File: src/rtl/pps_pkg.sv
package pps_pkg;

  localparam int PPS_COORD_WIDTH = 32;
  localparam int PPS_MATRIX_ENTRY_WIDTH = 16;
  // root bits resolved per isqrt pipeline stage
  localparam int PPS_SQRT_ITERS = 4;

  localparam int CFG_IDX_W = 3;
  localparam int CFG_DATA_W = 64;
  localparam int CHAN_W = 16;
  localparam int COLOR_W = 3 * CHAN_W;

  typedef enum logic [CFG_IDX_W-1:0] {
    CFG_PATTERN_MODE = 3'd0,
    CFG_COLOR_FIRST  = 3'd1,
    CFG_COLOR_SECOND = 3'd2,
    CFG_MATRIX_ROW_X = 3'd3,
    CFG_MATRIX_ROW_Y = 3'd4,
    CFG_MATRIX_ROW_Z = 3'd5
  } cfg_idx_t;

  typedef enum logic [1:0] {
    MODE_STRIPE   = 2'd0,
    MODE_GRADIENT = 2'd1,
    MODE_RING     = 2'd2,
    MODE_CHECKER  = 2'd3
  } mode_t;

  localparam logic [COLOR_W-1:0] COLOR_FIRST_RST = 48'h8000_8000_8000;
  localparam logic [COLOR_W-1:0] COLOR_SECOND_RST = 48'h0;
  localparam logic [CFG_DATA_W-1:0] ROW_X_RST = 64'h0000_0000_0000_0100;
  localparam logic [CFG_DATA_W-1:0] ROW_Y_RST = 64'h0000_0000_0100_0000;
  localparam logic [CFG_DATA_W-1:0] ROW_Z_RST = 64'h0000_0100_0000_0000;

  // per-item results that ride alongside the ring datapath
  typedef struct packed {
    logic [COLOR_W-1:0] grad;
    logic               stripe_odd;
    logic               checker_odd;
  } side_t;

endpackage

File: src/rtl/pps_isqrt.sv
module pps_isqrt
  import pps_pkg::*;
#(
  parameter int DW = 32,
  parameter int ITERS = PPS_SQRT_ITERS
) (
  input  logic          clk,
  input  logic          rst_n,
  input  logic          en,
  input  logic          in_vld,
  input  logic [DW-1:0] din,
  output logic          out_vld,
  output logic          root_odd
);

  localparam int RW = DW / 2;
  localparam int NST = (RW + ITERS - 1) / ITERS;

  logic [RW+1:0] rem_nxt [NST];
  logic [RW-1:0] root_nxt [NST];
  logic [DW-1:0] d_nxt [NST];
  logic [RW+1:0] rem_r [NST];
  logic [RW-1:0] root_r [NST];
  logic [DW-1:0] d_r [NST];
  logic [NST-1:0] vld_r;

  for (genvar s = 0; s < NST; s++) begin : g_stage
    always_comb begin
      logic [RW+1:0] rm;
      logic [RW-1:0] rt;
      logic [DW-1:0] dd;
      logic [RW+1:0] trial;
      if (s == 0) begin
        rm = '0;
        rt = '0;
        dd = din;
      end else begin
        rm = rem_r[(s == 0) ? 0 : s - 1];
        rt = root_r[(s == 0) ? 0 : s - 1];
        dd = d_r[(s == 0) ? 0 : s - 1];
      end
      for (int j = 0; j < ITERS; j++) begin
        if (s * ITERS + j < RW) begin
          rm = {rm[RW-1:0], dd[DW-1:DW-2]};
          dd = dd << 2;
          trial = {rt, 2'b01};
          if (rm >= trial) begin
            rm = rm - trial;
            rt = RW'({rt, 1'b1});
          end else begin
            rt = RW'({rt, 1'b0});
          end
        end
      end
      rem_nxt[s] = rm;
      root_nxt[s] = rt;
      d_nxt[s] = dd;
    end

    always_ff @(posedge clk) begin
      if (en) begin
        rem_r[s] <= rem_nxt[s];
        root_r[s] <= root_nxt[s];
        d_r[s] <= d_nxt[s];
      end
    end

    always_ff @(posedge clk) begin
      if (!rst_n) begin
        vld_r[s] <= 1'b0;
      end else if (en) begin
        vld_r[s] <= (s == 0) ? in_vld : vld_r[(s == 0) ? 0 : s - 1];
      end
    end
  end

  assign out_vld = vld_r[NST-1];
  assign root_odd = root_r[NST-1][0];

endmodule
File: config.mk
export PLATFORM = sky130hd
export DESIGN_NAME = pps_isqrt
export DESIGN_NICKNAME = d
export VERILOG_FILES = /design/src/rtl/pps_pkg.sv /design/src/rtl/pps_isqrt.sv
export SDC_FILE = /design/constraint.sdc
export NUM_CORES = 1
export LEC_CHECK = 0
export ABC_AREA = 1
export BUFFER_PORTS_ARGS = -buffer_cell sky130_fd_sc_hd__buf_2
export CAP_MARGIN = 20
export CORE_MARGIN = 4
export CORE_UTILIZATION = 53
export CTS_CLUSTER_DIAMETER = 100
export DETAILED_ROUTE_END_ITERATION = 16
export HOLD_SLACK_MARGIN = 0.08
export PLACE_DENSITY = 0.65
export SLEW_MARGIN = 10
export SYNTH_ARGS = -nofsm -noshare
export SYNTH_HDL_FRONTEND = slang
export SYNTH_SLANG_ARGS = --single-unit
File: constraint.sdc
create_clock -name clk -period 8.6 [get_ports clk]
set_input_delay 1.29 -clock clk [delete_from_list [all_inputs] [get_ports clk]]
set_output_delay 1.29 -clock clk [all_outputs]
set_load 0.01 [all_outputs]
Word level (Yosys, flattened, before mapping)
Memory sizes are Yosys's and may differ from the RTL's.
Index checks and enable logic that the tools add are counted.
- input port bits: 36
- bits in writable memories: 232
- logic and storage cells: 73
- register bits: 4
- output and inout bits: 2
- memories: 3
- magnitude comparators: 16
- add/sub/neg operators: 16
- multiplexer cells: 34
- memory list (name ; depth ; width ; rd ports ; clocked after Yosys merged registers in ; wr ports ; RTL line ; source):
    d_r ; 4 ; 24 ; 3 ; 0 ; 4 ; pps_isqrt.sv:24 ; logic [DW-1:0] d_r [NST];
    rem_r ; 4 ; 18 ; 3 ; 0 ; 4 ; pps_isqrt.sv:22 ; logic [RW+1:0] rem_r [NST];
    root_r ; 4 ; 16 ; 4 ; 0 ; 4 ; pps_isqrt.sv:23 ; logic [RW-1:0] root_r [NST];
- operator list (kind ; count):
    $ge 18x18->1 ; 12
    $mux 16 ; 12
    $sub 16x16->16 ; 9
    $mux 18 ; 4
    $sub 18x18->18 ; 3
    $ge 18x3->1 ; 1
    $ge 18x4->1 ; 1
    $ge 18x5->1 ; 1
    $mux 1 ; 18
    $sub 18x5->18 ; 1
    $sub 16x3->16 ; 1
    $sub 16x4->16 ; 1
    $sub 2x1->3 const B ; 1
    $ge 2x1->1 const B ; 1

Logic depth before layout (Yosys ltp)
Gate-level depths: netlist of run 1.
An unclocked memory read counts as a cell.
- depth in word-level cells: 9
- gate-level depth with buffers: 51
- gate-level depth less buffers: 46

Worst setup path after synthesis of run 1
No wires, ideal clock.
- path type: reg2reg
- start: memory root_r[1][7] (netlist bit)
- end: memory rem_r[2][5] (netlist bit) (data pin)
- period minus slack after synthesis: 6731 ps
- data required time: 8348 ps
- setup slack: 1869 ps
- buffers on the path: 6
- library setup time: 252 ps
- arrival time: 6479 ps
- cell stages (with the launch flop): 47
- path through: edfxtp_1 inv_1 ha_1 nand2_2 inv_2 a21oi_4 nand3_2 nor2_4 clkbuf_1 nand2_1 o21ai_0 ha_1 a21oi_1 o21ai_0 a21oi_1 nand2_1 nand2_2 nand2_2 [11 not listed] nand3_2 nand2_4 inv_2 clkbuf_1 nand2_1 o21ai_0 ha_1 a21oi_1 inv_1 a21oi_1 nand2_2 nor2_4 nand2_1 nor2_1 nand2_2 buf_6 nand2_1 nand2_1
- RTL lines (element ; RTL line):
    start: declaration ; pps_isqrt.sv:23
    end: declaration ; pps_isqrt.sv:22

==> impl_summary.md, run 1 <==
Die
The width of the die is between 150 and 200 um. Measured along the y axis, the die boundary spans 177 um. The initial utilization of the core area, before any placement, comes to between 50% and 60%. The die footprint is 0.0314 mm^2. 38 I/O pins were placed. The core footprint is roughly 0.028 mm^2. The initialized floorplan defines 61 standard-cell rows.

Logic synthesis
The number of different library cells used by synthesis comes to 59. The share of the synthesized area in the top cell type is 24.0%. The post-synthesis area per instance is 6.82 um^2.

The number of warnings reported in the yosys synthesis log is 0. Sequential cells were found to cover 24.5% of the synthesized design area. By area the synthesized netlist is led by sky130_fd_sc_hd__edfxtp_1 24%, sky130_fd_sc_hd__nand2_1 16%, sky130_fd_sc_hd__ha_1 12%. In this run, synthesis inferred 121 flip-flops with an integrated enable.

Among all cell types in the netlist, the one instantiated most often is sky130_fd_sc_hd__nand2_1. For this run, the leading register cell type out of synthesis is sky130_fd_sc_hd__edfxtp_1. The cell count after synthesis came out at 2222.

The fraction of registers with async set or reset after synthesis is 0%. In the synthesized netlist, the cells that appear most often are 636 x sky130_fd_sc_hd__nand2_1, 285 x sky130_fd_sc_hd__inv_1, 175 x sky130_fd_sc_hd__nor2_1. The register bit total from synthesis is 125.

The area of the mapped netlist is around 0.015 mm^2. The leading area contributor after synthesis is sky130_fd_sc_hd__edfxtp_1.

Clock network
The clock passes through at most 2 buffers. CTS saw 125 sinks. Counting the buffers created by CTS gives 17. TritonCTS built the clock tree. Clock latency on the worst-skew pair, taken at its later pin, is between 0.4 and 0.5 ns. Clock-pin slew was measured on the worst setup and hold paths at around 0.070 ns. CTS built an H-tree with a depth of 4. The root buffer cell is sky130_fd_sc_hd__clkbuf_16.

Drt
Summed over all layers, the routed wires come to 42100 um. The vias per cell is 5.48. The remaining number of nets flagged by the antenna check after routing is 0. The post-route DRC violation count is 0.

The number of DRC markers in iteration 0 is slightly above 1000. For this run, the detailed router's first-pass iteration total came to 5. In the final routed layout, each cell accounts on average for between 15 and 20 um. The final route contains 14500 vias.

Critical path
Together, buffers and inverters on the worst path number 5. In this run the critical register-to-register path is captured at root_r[3][0]. Along the worst path, the maximum fanout reaches 25. The worst endpoint required time is 8.79 ns. The worst register-to-register path has a setup slack of 0.73 ns. In this run the worst setup path begins at root_r[2][2]. STA puts the critical path data arrival time at between 8 and 9 ns.

The nature of the critical path endpoint is a flop. In this run the worst setup path terminates at root_r[3][0]. The worst stage delay on the critical path is 0.41 ns. Counting buffers and inverters, the worst setup path is 38 cells deep. The cell at the slowest stage of the critical path is sky130_fd_sc_hd__ha_1. STA classifies the critical path startpoint as a flop. The length in cells of the worst reg-to-reg path is 38.

Grouping stages by cell kind, the critical path spends the most delay in compound AO/OA/AOI/OAI gates. The critical path in this run is classified as reg2reg. The worst register-to-register path begins at root_r[2][2]. The cell type with the highest occurrence count on the critical path is sky130_fd_sc_hd__nand2_1.

Finish
The number of nets at the end of the flow is 2446. The area used by multi-input combinational logic is around 0.01 mm^2. The combined flip-flop and latch cell area is 0.00371 mm^2. The number of antenna cells inserted is 0. The post-route netlist has 10.2% of its cells at a drive strength greater than 1. The layout overhead on the synthesized area is 7.51%.

The count of fill cells added during filler insertion is 2750.

Placement
At the placement stage, the worst setup path has a slack of 0.177 ns. Routability-driven placement finished with a final weighted congestion of ~1.0. The HPWL reported at the end of detailed placement is about 34000 um. The number of buffers inserted by port buffering is 37.

Global routing
The number of antenna violations at the first check in global routing is 0. The maximum number of pins on one net before global-route repair is 69. The first global-routing pass estimated 68100 um of wire. The total overflow left after global routing is 0.

The aggregate global-route resource usage is 26.9%. The via count of the first global-routing pass is 13700.

Pwr
Dividing total power by cell area gives a power density of around 420 mW/mm^2. IR analysis of the VDD net gives a maximum drop of 0.350 mV. The leakage dissipation is 8.00 nW.

Timing
The period utilization is 91.5%. The headroom to the max-slew limit is about 40%. The final count of pins violating max slew is 0.

Setup violations remaining at the end of the flow were counted as 0. The final count of hold timing violations is 0. Setup repair after global routing left no endpoint under its margin. Across the routed clock network, the largest skew measured is 0.0187 ns. The minimum clock period is 7.87 ns.

After layout, the worst setup slack is 0.727 ns. Setup total negative slack on the finished layout was measured at 0 ns. The highest clock rate is 127 MHz.

The transition time at the pin with the least slew margin is 0.883 ns.

Status
The flow ran to the end, and the final reports show no timing, DRC or antenna violations.

Job
Across the run, the number of max-cap violations was 0.

Min path
The class of the tightest hold or removal check is reg2reg.
-- power breakdown --
part           leakage (nW)  switching (mW)  internal [mW]  total (mW)
logic                  6.52            3.34           1.82        5.15
clock network         0.279           0.305          0.430       0.736
registers              1.20          0.0910          0.852       0.943
total                  8.00            3.73           3.10        6.83
-- layer usage --
layer | track usage (%) | up-vias | part of all wire [%]
met1 | 35.3 | 6591 | 45
met4 | 9.51 | 0 | 3.2
met5 | 0 | - | 0
met3 | 2.93 | 85 | 4.8
met2 | 46.2 | 400 | 47
li1 | - | 7440 | -
-- kinds of logic (layout without fill, tap and decap cells) --
kind of cell             after synthesis  after routing  synth area share (%)
AND/OR/NAND/NOR                     1164           1164                  35.4
flip-flops                           125            125                  24.5
XOR/XNOR                             102            102                  5.89
AO/OA/AOI/OAI                        345            345                  12.9
buffers and inverters                334            383                  8.78
adder cells (fa/ha/maj)              151            151                  12.5
other                                  1              2                0.0247
-- worst register-to-register path: cells and delay by family (launching register included) --
kind	cells	cell delay, ns
AO/OA/AOI/OAI	15	2.84
adder cells (fa/ha/maj)	4	1.43
buffers and inverters	5	1.08
flip-flops	1	0.40
AND/OR/NAND/NOR	14	1.86
-- stage by stage --
stage          util (%)  area, um^2  instances  hold WS [ns]  power [mW]
2_1_floorplan         -       15200       2223         0.400        4.89
3_3_place_gp       56.0       15700       2615         0.401        5.94
3_5_place_dp       56.0       15700       2615         0.405        5.97
4_1_cts            58.1       16300       2647         0.412        6.74
5_1_grt            58.2       16300       2650         0.420        7.58
6_report           58.2       16300       2650         0.411        6.83
-- timing repair --
item | in CTS | in global routing
setup endpoints to repair | 0 | 1
setup buffers | 0 | 1
hold buffers | 0 | 0
gates resized for setup | 0 | 5
-- worst min path at each step --
stage	from	endpoint	slack (ns)	depth (start not counted)
after detailed placement	d_r[0][2]	d_r[1][10]	0.40	0
after global routing	d_r[1][9]	d_r[2][17]	0.42	0
after CTS	d_r[1][8]	d_r[2][16]	0.41	0
after floorplan	d_r[0][2]	d_r[1][10]	0.40	0
after global placement	d_r[0][11]	d_r[1][19]	0.40	0
final	d_r[1][8]	d_r[2][16]	0.41	0
-- cell type report --
| class | instances | share of cell area, % |
|---|---|---|
| multi-input combinational | 1764 | 62.1 |
| clock inverter | 15 | 0.991 |
| tap | 378 | 2.90 |
| inverter | 307 | 7.13 |
| timing repair inverter | 2 | 0.0921 |
| sequential | 125 | 22.8 |
| timing repair buffer | 42 | 1.38 |
| clock buffer | 17 | 2.61 |
-- registers in the layout, indices dropped and copies added (netlist names) --
name,count
root_r,25
rem_r,48
out_vld,1
vld_r,3
d_r,48
-- placed cells by master (no fill, tap or decap), types with 26 or more instances in the layout --
cell | synthesis | routed
sky130_fd_sc_hd__nand2_1 | 636 | 635
sky130_fd_sc_hd__inv_1 | 285 | 283
sky130_fd_sc_hd__nor2_1 | 175 | 175
sky130_fd_sc_hd__o21ai_0 | 154 | 154
sky130_fd_sc_hd__ha_1 | 151 | 151
sky130_fd_sc_hd__nand3_1 | 148 | 148
sky130_fd_sc_hd__edfxtp_1 | 121 | 121
sky130_fd_sc_hd__a21oi_1 | 119 | 119
sky130_fd_sc_hd__xor2_1 | 52 | 52
sky130_fd_sc_hd__xnor2_1 | 50 | 50
sky130_fd_sc_hd__nand4_1 | 48 | 48
sky130_fd_sc_hd__nand2_2 | 37 | 38
sky130_fd_sc_hd__buf_2 | 5 | 36
sky130_fd_sc_hd__nor3_1 | 26 | 26
No activity file was read; power rests on OpenSTA's default activity.
==> inputs of run 2 (changes only) <==
Settings changed: CORE_MARGIN 4 to default.
==> impl_summary.md, run 2 (same netlist as run 1, synthesis figures left out) <==
Global routing
The first-pass GRT wire length is 65400 um (-3.9%). The total global routing overflow is 0 (unchanged). The number of antenna violations at the first check in global routing came to 0 (unchanged). The aggregate global-route resource usage is 28.4% (+1.5 points). The global-route track usage on met2 is 49.9% (+3.7 points).

The most heavily used metal layer in global routing is met2. The met3 global-route usage is 3.31% (+0.38 points). The maximum number of pins on one net before global-route repair came to 75 (+8.7%). The met1 layer usage reported by global route is 35.8% (+0.50 points). The via count of the first global-routing pass is 13300 (-2.5%).

Clock network
The CTS tree is done. The clock sink total is 125 (unchanged). Clock tree synthesis selected as its root buffer the cell sky130_fd_sc_hd__clkbuf_16. The total CTS buffers is 17 (unchanged). The clock latency on the worst-skew pair is 0.43 ns (about the same).

The post-cts resize count is 0 (unchanged). The level count of the clock H-tree is 4 (unchanged). The clock-pin slew on the worst setup and hold paths is 0.07 ns (about the same). The number of hold-repair buffers added at the cts stage is 0 (unchanged). The buffer depth of the longest clock path came to 2 (unchanged).

The number of setup buffers added after CTS is 0 (unchanged).

Critical path
For this design, the slowest cell found on the critical path is sky130_fd_sc_hd__clkinvlp_4. The worst stage delay on the critical path is 0.45 ns (+0.04 ns). The maximum fanout along the worst path was 26 (+4.0%). The worst setup path is launched from a flop.

The worst endpoint required time is 8.79 ns (about the same). The cell type group with the largest total delay on the critical path is compound AO/OA/AOI/OAI gates. In this run the worst setup path begins at root_r[2][2].

The reg-to-reg endpoint is root_r[3][0]. STA classifies the critical path endpoint as a flop. The critical path buffer and inverter count is 4 (-1). The number of cells on the critical path was 35 (-7.9%).

The length in cells of the worst reg-to-reg path was 35 (-7.9%). The source of the worst register-to-register timing path is root_r[2][2]. The setup path with the least slack is of type reg2reg. In this run the worst setup path terminates at root_r[3][0]. The setup slack on the worst flop-to-flop path is 0.82 ns (+0.09 ns). The data arrival time of the worst path is 7.97 ns (-0.10 ns). The cell type with the highest occurrence count on the critical path is sky130_fd_sc_hd__nand2_1.

Drt
The number of DRC markers in iteration 0 is 933 (-10%). The vias per cell came to 5.40 (-1.4%). The routed wire length is 40700 um (-3.2%).

The length of the first detailed-routing pass in iterations is 5 (unchanged). The vias after detailed routing is 14300 (-1.5%). The average routed wire per standard cell is 15.4 um (-3.1%). The remaining number of nets flagged by the antenna check after routing came to 0 (unchanged). The post-route DRC violation count was 0 (unchanged).

Finish
Compared with the post-synthesis result, the final layout area differs by 7.36%. The final non-filler cell total is 2648 (-0.075%). The number of nets at the end of the flow was 2445 (-0.041%). The count of fill cells added during filler insertion is 2826 (+2.8%). The fraction of the core area covered by cells at the end of the flow is 58.2% (+0.074 points).

The library cell used most frequently in the layout, excluding fill and tap cells, is sky130_fd_sc_hd__nand2_1. The number of antenna cells inserted was 0 (unchanged). The post-route standard cell area excluding fillers is 0.0163 mm^2 (-0.15%). The largest registers in the layout are d_r (48), rem_r (48), root_r (25). The fraction of layout cells with a size suffix above 1 came to 10.0% (-0.12 points). The library cells used most frequently in the layout, excluding fill and tap cells, are 636 x sky130_fd_sc_hd__nand2_1, 283 x sky130_fd_sc_hd__inv_1, 175 x sky130_fd_sc_hd__nor2_1.

Placement
The pre-CTS setup slack is 0.769 ns (+0.592 ns). The final weighted congestion of routability-driven global placement is 1.02 (+1.9%). The HPWL reported at the end of detailed placement was 33000 um (-3.2%).

The count of placed standard cells including taps is 2617 (+0.076%). The cell area reported after detailed placement is 0.0157 mm^2 (about the same). The number of buffers inserted by port buffering is 37 (unchanged).

Status
The flow ran to the end, and the final reports show no timing, DRC or antenna violations.

Timing
The headroom to the max-slew limit is 37.9% (-3.2 points). The transition time at the pin with the least slew margin is 0.931 ns (+0.0481 ns). The sum of negative setup slack is 0 ns (unchanged). The setup violation total in the final timing report was 0 (unchanged). The final hold slack came to 0.415 ns (+0.00415 ns). The final count of hold timing violations was 0 (unchanged).

The period utilization came to 90.5% (-1.0 points). The minimum clock period came to 7.78 ns (-0.0885 ns). The highest clock rate is 128 MHz (+1.1%). The maximum clock skew at final layout is 0.0129 ns (-0.00583 ns). The final count of pins violating max slew was 0 (unchanged). The setup slack of the critical path after layout is 0.816 ns (+0.0885 ns). Setup repair after global routing left no endpoint under its margin.

Pwr
The total power draw is 6.75 mW (-1.1%). The leakage dissipation is 7.99 nW (about the same). The total power density per cell area came to 415 mW/mm^2 (-1.0%).

The maximum vdd drop is 0.279 mV (-20%).

Die
The y dimension of the die was 171 um (-3.4%). The width of the die is 171 um (-3.4%). The initial core utilization was 54.3% (+0.15 points).

The number of primary I/O pins is 38 (unchanged). The number of standard-cell rows in the floorplan is 61 (unchanged). The die footprint is 0.0293 mm^2 (-6.7%). The core footprint is 0.0279 mm^2 (-0.27%).

Min path
The tightest min-delay check is of the reg2reg type.

Job
The max-cap check violation count is 0 (unchanged).
## run 2: cell types whose count changed in the layout (fill, tap and decap cells not counted)
cell and change:
sky130_fd_sc_hd__buf_4 +1, sky130_fd_sc_hd__clkinv_2 +1, sky130_fd_sc_hd__clkinv_4 +1, sky130_fd_sc_hd__clkinvlp_4 -1
sky130_fd_sc_hd__inv_6 -4, sky130_fd_sc_hd__nand2_1 +1, sky130_fd_sc_hd__nand2_2 -1
## run 2: worst min-delay path by stage
stage | slack (ns) | cells past startpoint | from | end
4_1_cts | 0.42 | 0 | d_r[1][12] | d_r[2][20]
5_1_grt | 0.42 | 0 | d_r[1][13] | d_r[2][21]
3_5_place_dp | 0.40 | 0 | d_r[0][5] | d_r[1][13]
6_report | 0.41 | 0 | d_r[1][12] | d_r[2][20]
2_1_floorplan | 0.40 | 0 | d_r[0][2] | d_r[1][10]
3_3_place_gp | 0.40 | 0 | d_r[1][10] | d_r[2][18]
## run 2: final cells by class
class                      instances  area, um^2  area share (%)
timing repair buffer              43         233            1.43
tap                              378         473            2.91
inverter                         307        1160            7.14
clock buffer                      17         425            2.61
sequential                       125        3710            22.8
clock inverter                    14         148           0.907
multi-input combinational       1764       10100            62.2
## run 2: power by group
group	switching, mW	internal (mW)	leakage (nW)
sequential	0.0876	0.852	1.20
combinational	3.30	1.80	6.52
clock	0.287	0.424	0.269
## run 2: layer usage
layer	routed length [um]	vias up	part of all wire [%]
met5	0	-	0
met4	1050	0	2.6
met3	2000	73	4.9
met2	19600	349	48
met1	18100	6454	44
li1	-	7425	-
==> inputs of run 3 (changes only) <==
Settings changed: CORE_UTILIZATION 53 to 60, PLACE_DENSITY 0.65 to 0.73.
==> impl_summary.md, run 3 (same netlist as run 1, synthesis figures left out) <==
Critical path
The critical path buffer and inverter count is 5 (+1). The worst stage delay on the critical path is 0.48 ns (+0.03 ns). The data arrival time of the worst path is 7.81 ns (-0.16 ns). The largest individual stage delay along the critical path comes from the cell sky130_fd_sc_hd__edfxtp_1. The nature of the critical path endpoint is a flop. The worst setup path is launched from a flop. The maximum fanout along the worst path is 20 (-23%). The worst endpoint required time was 8.76 ns (-0.03 ns). The cell that appears most often on the critical path is sky130_fd_sc_hd__nand2_1. The worst setup path is of the reg2reg kind. The cell type group with the largest total delay on the critical path is simple AND/OR/NAND/NOR gates.

Global routing
The total global routing overflow is 0 (unchanged). The number of antenna violations at the first check in global routing is 0 (unchanged). The maximum number of pins on one net before global-route repair is 77 (+2.7%).

The aggregate global-route resource usage came to 31.1% (+2.7 points). The first-pass GRT wire length is 64800 um (-0.85%). The via count of the first global-routing pass is 13500 (+1.3%).

Timing
The maximum clock skew at final layout is 0.0116 ns (-0.00131 ns). The headroom to the max-slew limit is 32.9% (-5.0 points). The setup violation total in the final timing report came to 0 (unchanged). Setup repair after global routing left no endpoint under its margin. The period utilization is 88.9% (-1.6 points).

The sum of negative setup slack is 0 ns (unchanged). The minimum clock period is 7.65 ns (-0.137 ns). The final count of pins violating max slew is 0 (unchanged). The final count of hold timing violations was 0 (unchanged).

The transition time at the pin with the least slew margin is 1.01 ns (+0.0747 ns). The highest clock rate was 131 MHz (+1.8%). The setup slack of the critical path after layout was 0.952 ns (+0.137 ns).

Finish
The most common cell after layout, fill and taps aside is sky130_fd_sc_hd__nand2_1. The fraction of layout cells with a size suffix above 1 is 10.1% (+0.040 points). In the final layout, the registers with the most flip-flops are d_r (48), rem_r (48), root_r (25). The post-route standard cell area excluding fillers was 0.0163 mm^2 (+0.22%). The number of nets at the end of the flow is 2445 (unchanged). The fraction of the core area covered by cells at the end of the flow is 66.5% (+8.2 points).

The count of fill cells added during filler insertion is 2257 (-20%). Compared with the post-synthesis result, the final layout area differs by 7.59%. Leaving out fill and tap cells, the most frequent cells in the layout are 635 x sky130_fd_sc_hd__nand2_1, 283 x sky130_fd_sc_hd__inv_1, 175 x sky130_fd_sc_hd__nor2_1. The number of antenna cells inserted is 0 (unchanged).

Status
The flow ran to the end, and the final reports show no timing, DRC or antenna violations.

Drt
The number of DRC markers in iteration 0 came to 954 (+2.3%). The vias per cell is 5.59 (+3.6%). The post-route DRC violation count was 0 (unchanged). The remaining number of nets flagged by the antenna check after routing came to 0 (unchanged). The vias after detailed routing came to 14500 (+1.5%). The routed wire length is 40200 um (-1.3%). The average routed wire per standard cell came to 15.5 um (+0.71%). The length of the first detailed-routing pass in iterations came to 5 (unchanged).

Clock network
The buffer depth of the longest clock path was 2 (unchanged). TritonCTS built the clock tree. The clock-pin slew on the worst setup and hold paths is 0.07 ns (about the same). The clock latency on the worst-skew pair came to 0.43 ns (about the same). The root buffer cell is sky130_fd_sc_hd__clkbuf_16.

The total CTS buffers is 17 (unchanged). The level count of the clock H-tree is 4 (unchanged). The number of hold-repair buffers added at the cts stage came to 0 (unchanged). The clock sink total is 125 (unchanged).

Placement
The pre-CTS setup slack is 0.567 ns (-0.202 ns). The cell area reported after detailed placement is 0.0156 mm^2 (-0.53%). The number of buffers inserted by port buffering is 37 (unchanged). The final weighted congestion of routability-driven global placement came to 1.00 (-1.9%). The HPWL reported at the end of detailed placement is 32200 um (-2.2%).

Die
The initial core utilization came to 61.8% (+7.5 points). The core footprint is 0.0245 mm^2 (-12%). The die footprint is 0.0259 mm^2 (-12%). The number of standard-cell rows in the floorplan is 57 (-6.6%). The y dimension of the die is 161 um (-5.9%). The width of the die came to 161 um (-5.9%). The number of primary I/O pins came to 38 (unchanged).

Pwr
The maximum vdd drop came to 0.480 mV (+72%). The total power density per cell area is 424 mW/mm^2 (+2.1%). The leakage dissipation is 8.04 nW (+0.57%).

Job
The max-cap check violation count is 0 (unchanged).

Min path
The class of the tightest hold or removal check is reg2reg.
run 3: changes by cell type in the layout (fill, tap and decap cells not counted), moves of 2 or more:
cell,before,now
sky130_fd_sc_hd__bufinv_16,2,6
sky130_fd_sc_hd__clkinvlp_4,6,4
sky130_fd_sc_hd__clkbuf_1,0,2
sky130_fd_sc_hd__buf_4,7,5
sky130_fd_sc_hd__clkinv_2,2,0
run 3: power by group:
group,internal (mW),leakage (nW),switching (mW),total [mW]
Sequential,0.852,1.20,0.0901,0.943
Clock,0.547,0.324,0.291,0.837
Combinational,1.81,6.52,3.32,5.13
run 3: through the flow:
| step | power (mW) | hold slack [ns] | cells |
|---|---|---|---|
| floorplan | 4.89 | 0.400 | 2223 |
| global placement | 5.88 | 0.400 | 2561 |
| detailed placement | 5.95 | 0.405 | 2561 |
| CTS | 6.81 | 0.407 | 2593 |
| global route | 7.64 | 0.410 | 2595 |
| finish | 6.91 | 0.406 | 2595 |
run 3: layer usage:
layer / track usage, % / vias up / wire length [um]
met5: 0 / - / 0
met3: 3.69 / 57 / 2060
met2: 55.5 / 404 / 19700
met1: 39.3 / 6615 / 17700
li1: - / 7437 / -
met4: 8.92 / 0 / 728
run 3: what timing repair did:
item	CTS	global route
buffers inserted	0	0
gates resized for setup	0	6
endpoints found under the hold margin	0	0
endpoints found under the setup margin	0	1
run 3: layout make-up:
class / instances / area (um^2) / share of cell area, %
sequential: 125 / 3710 / 22.8
multi-input combinational: 1764 / 10100 / 62.1
timing repair inverter: 2 / 15.0 / 0.0921
timing repair buffer: 41 / 218 / 1.34
tap: 324 / 405 / 2.49
clock inverter: 13 / 236 / 1.45
inverter: 307 / 1160 / 7.13
clock buffer: 19 / 433 / 2.66
run 3: worst register-to-register path: cells and delay by family (launching register included):
family	cells	cell delay, ns
buffers and inverters	5	0.81
AOI/OAI and AO/OA	8	1.77
DFF	1	0.48
and+or+nand+nor	20	2.80
adders and majority gates	4	1.52
run 3: worst paths after layout:
kind	start	to	slack (ns)	cells after the start
max	root_r[0][1]	rem_r[1][5]	0.95	37
min	d_r[0][5]	d_r[1][13]	0.41	0
max reg2reg	root_r[0][1]	rem_r[1][5]	0.95	37
min reg2reg	d_r[0][5]	d_r[1][13]	0.41	0
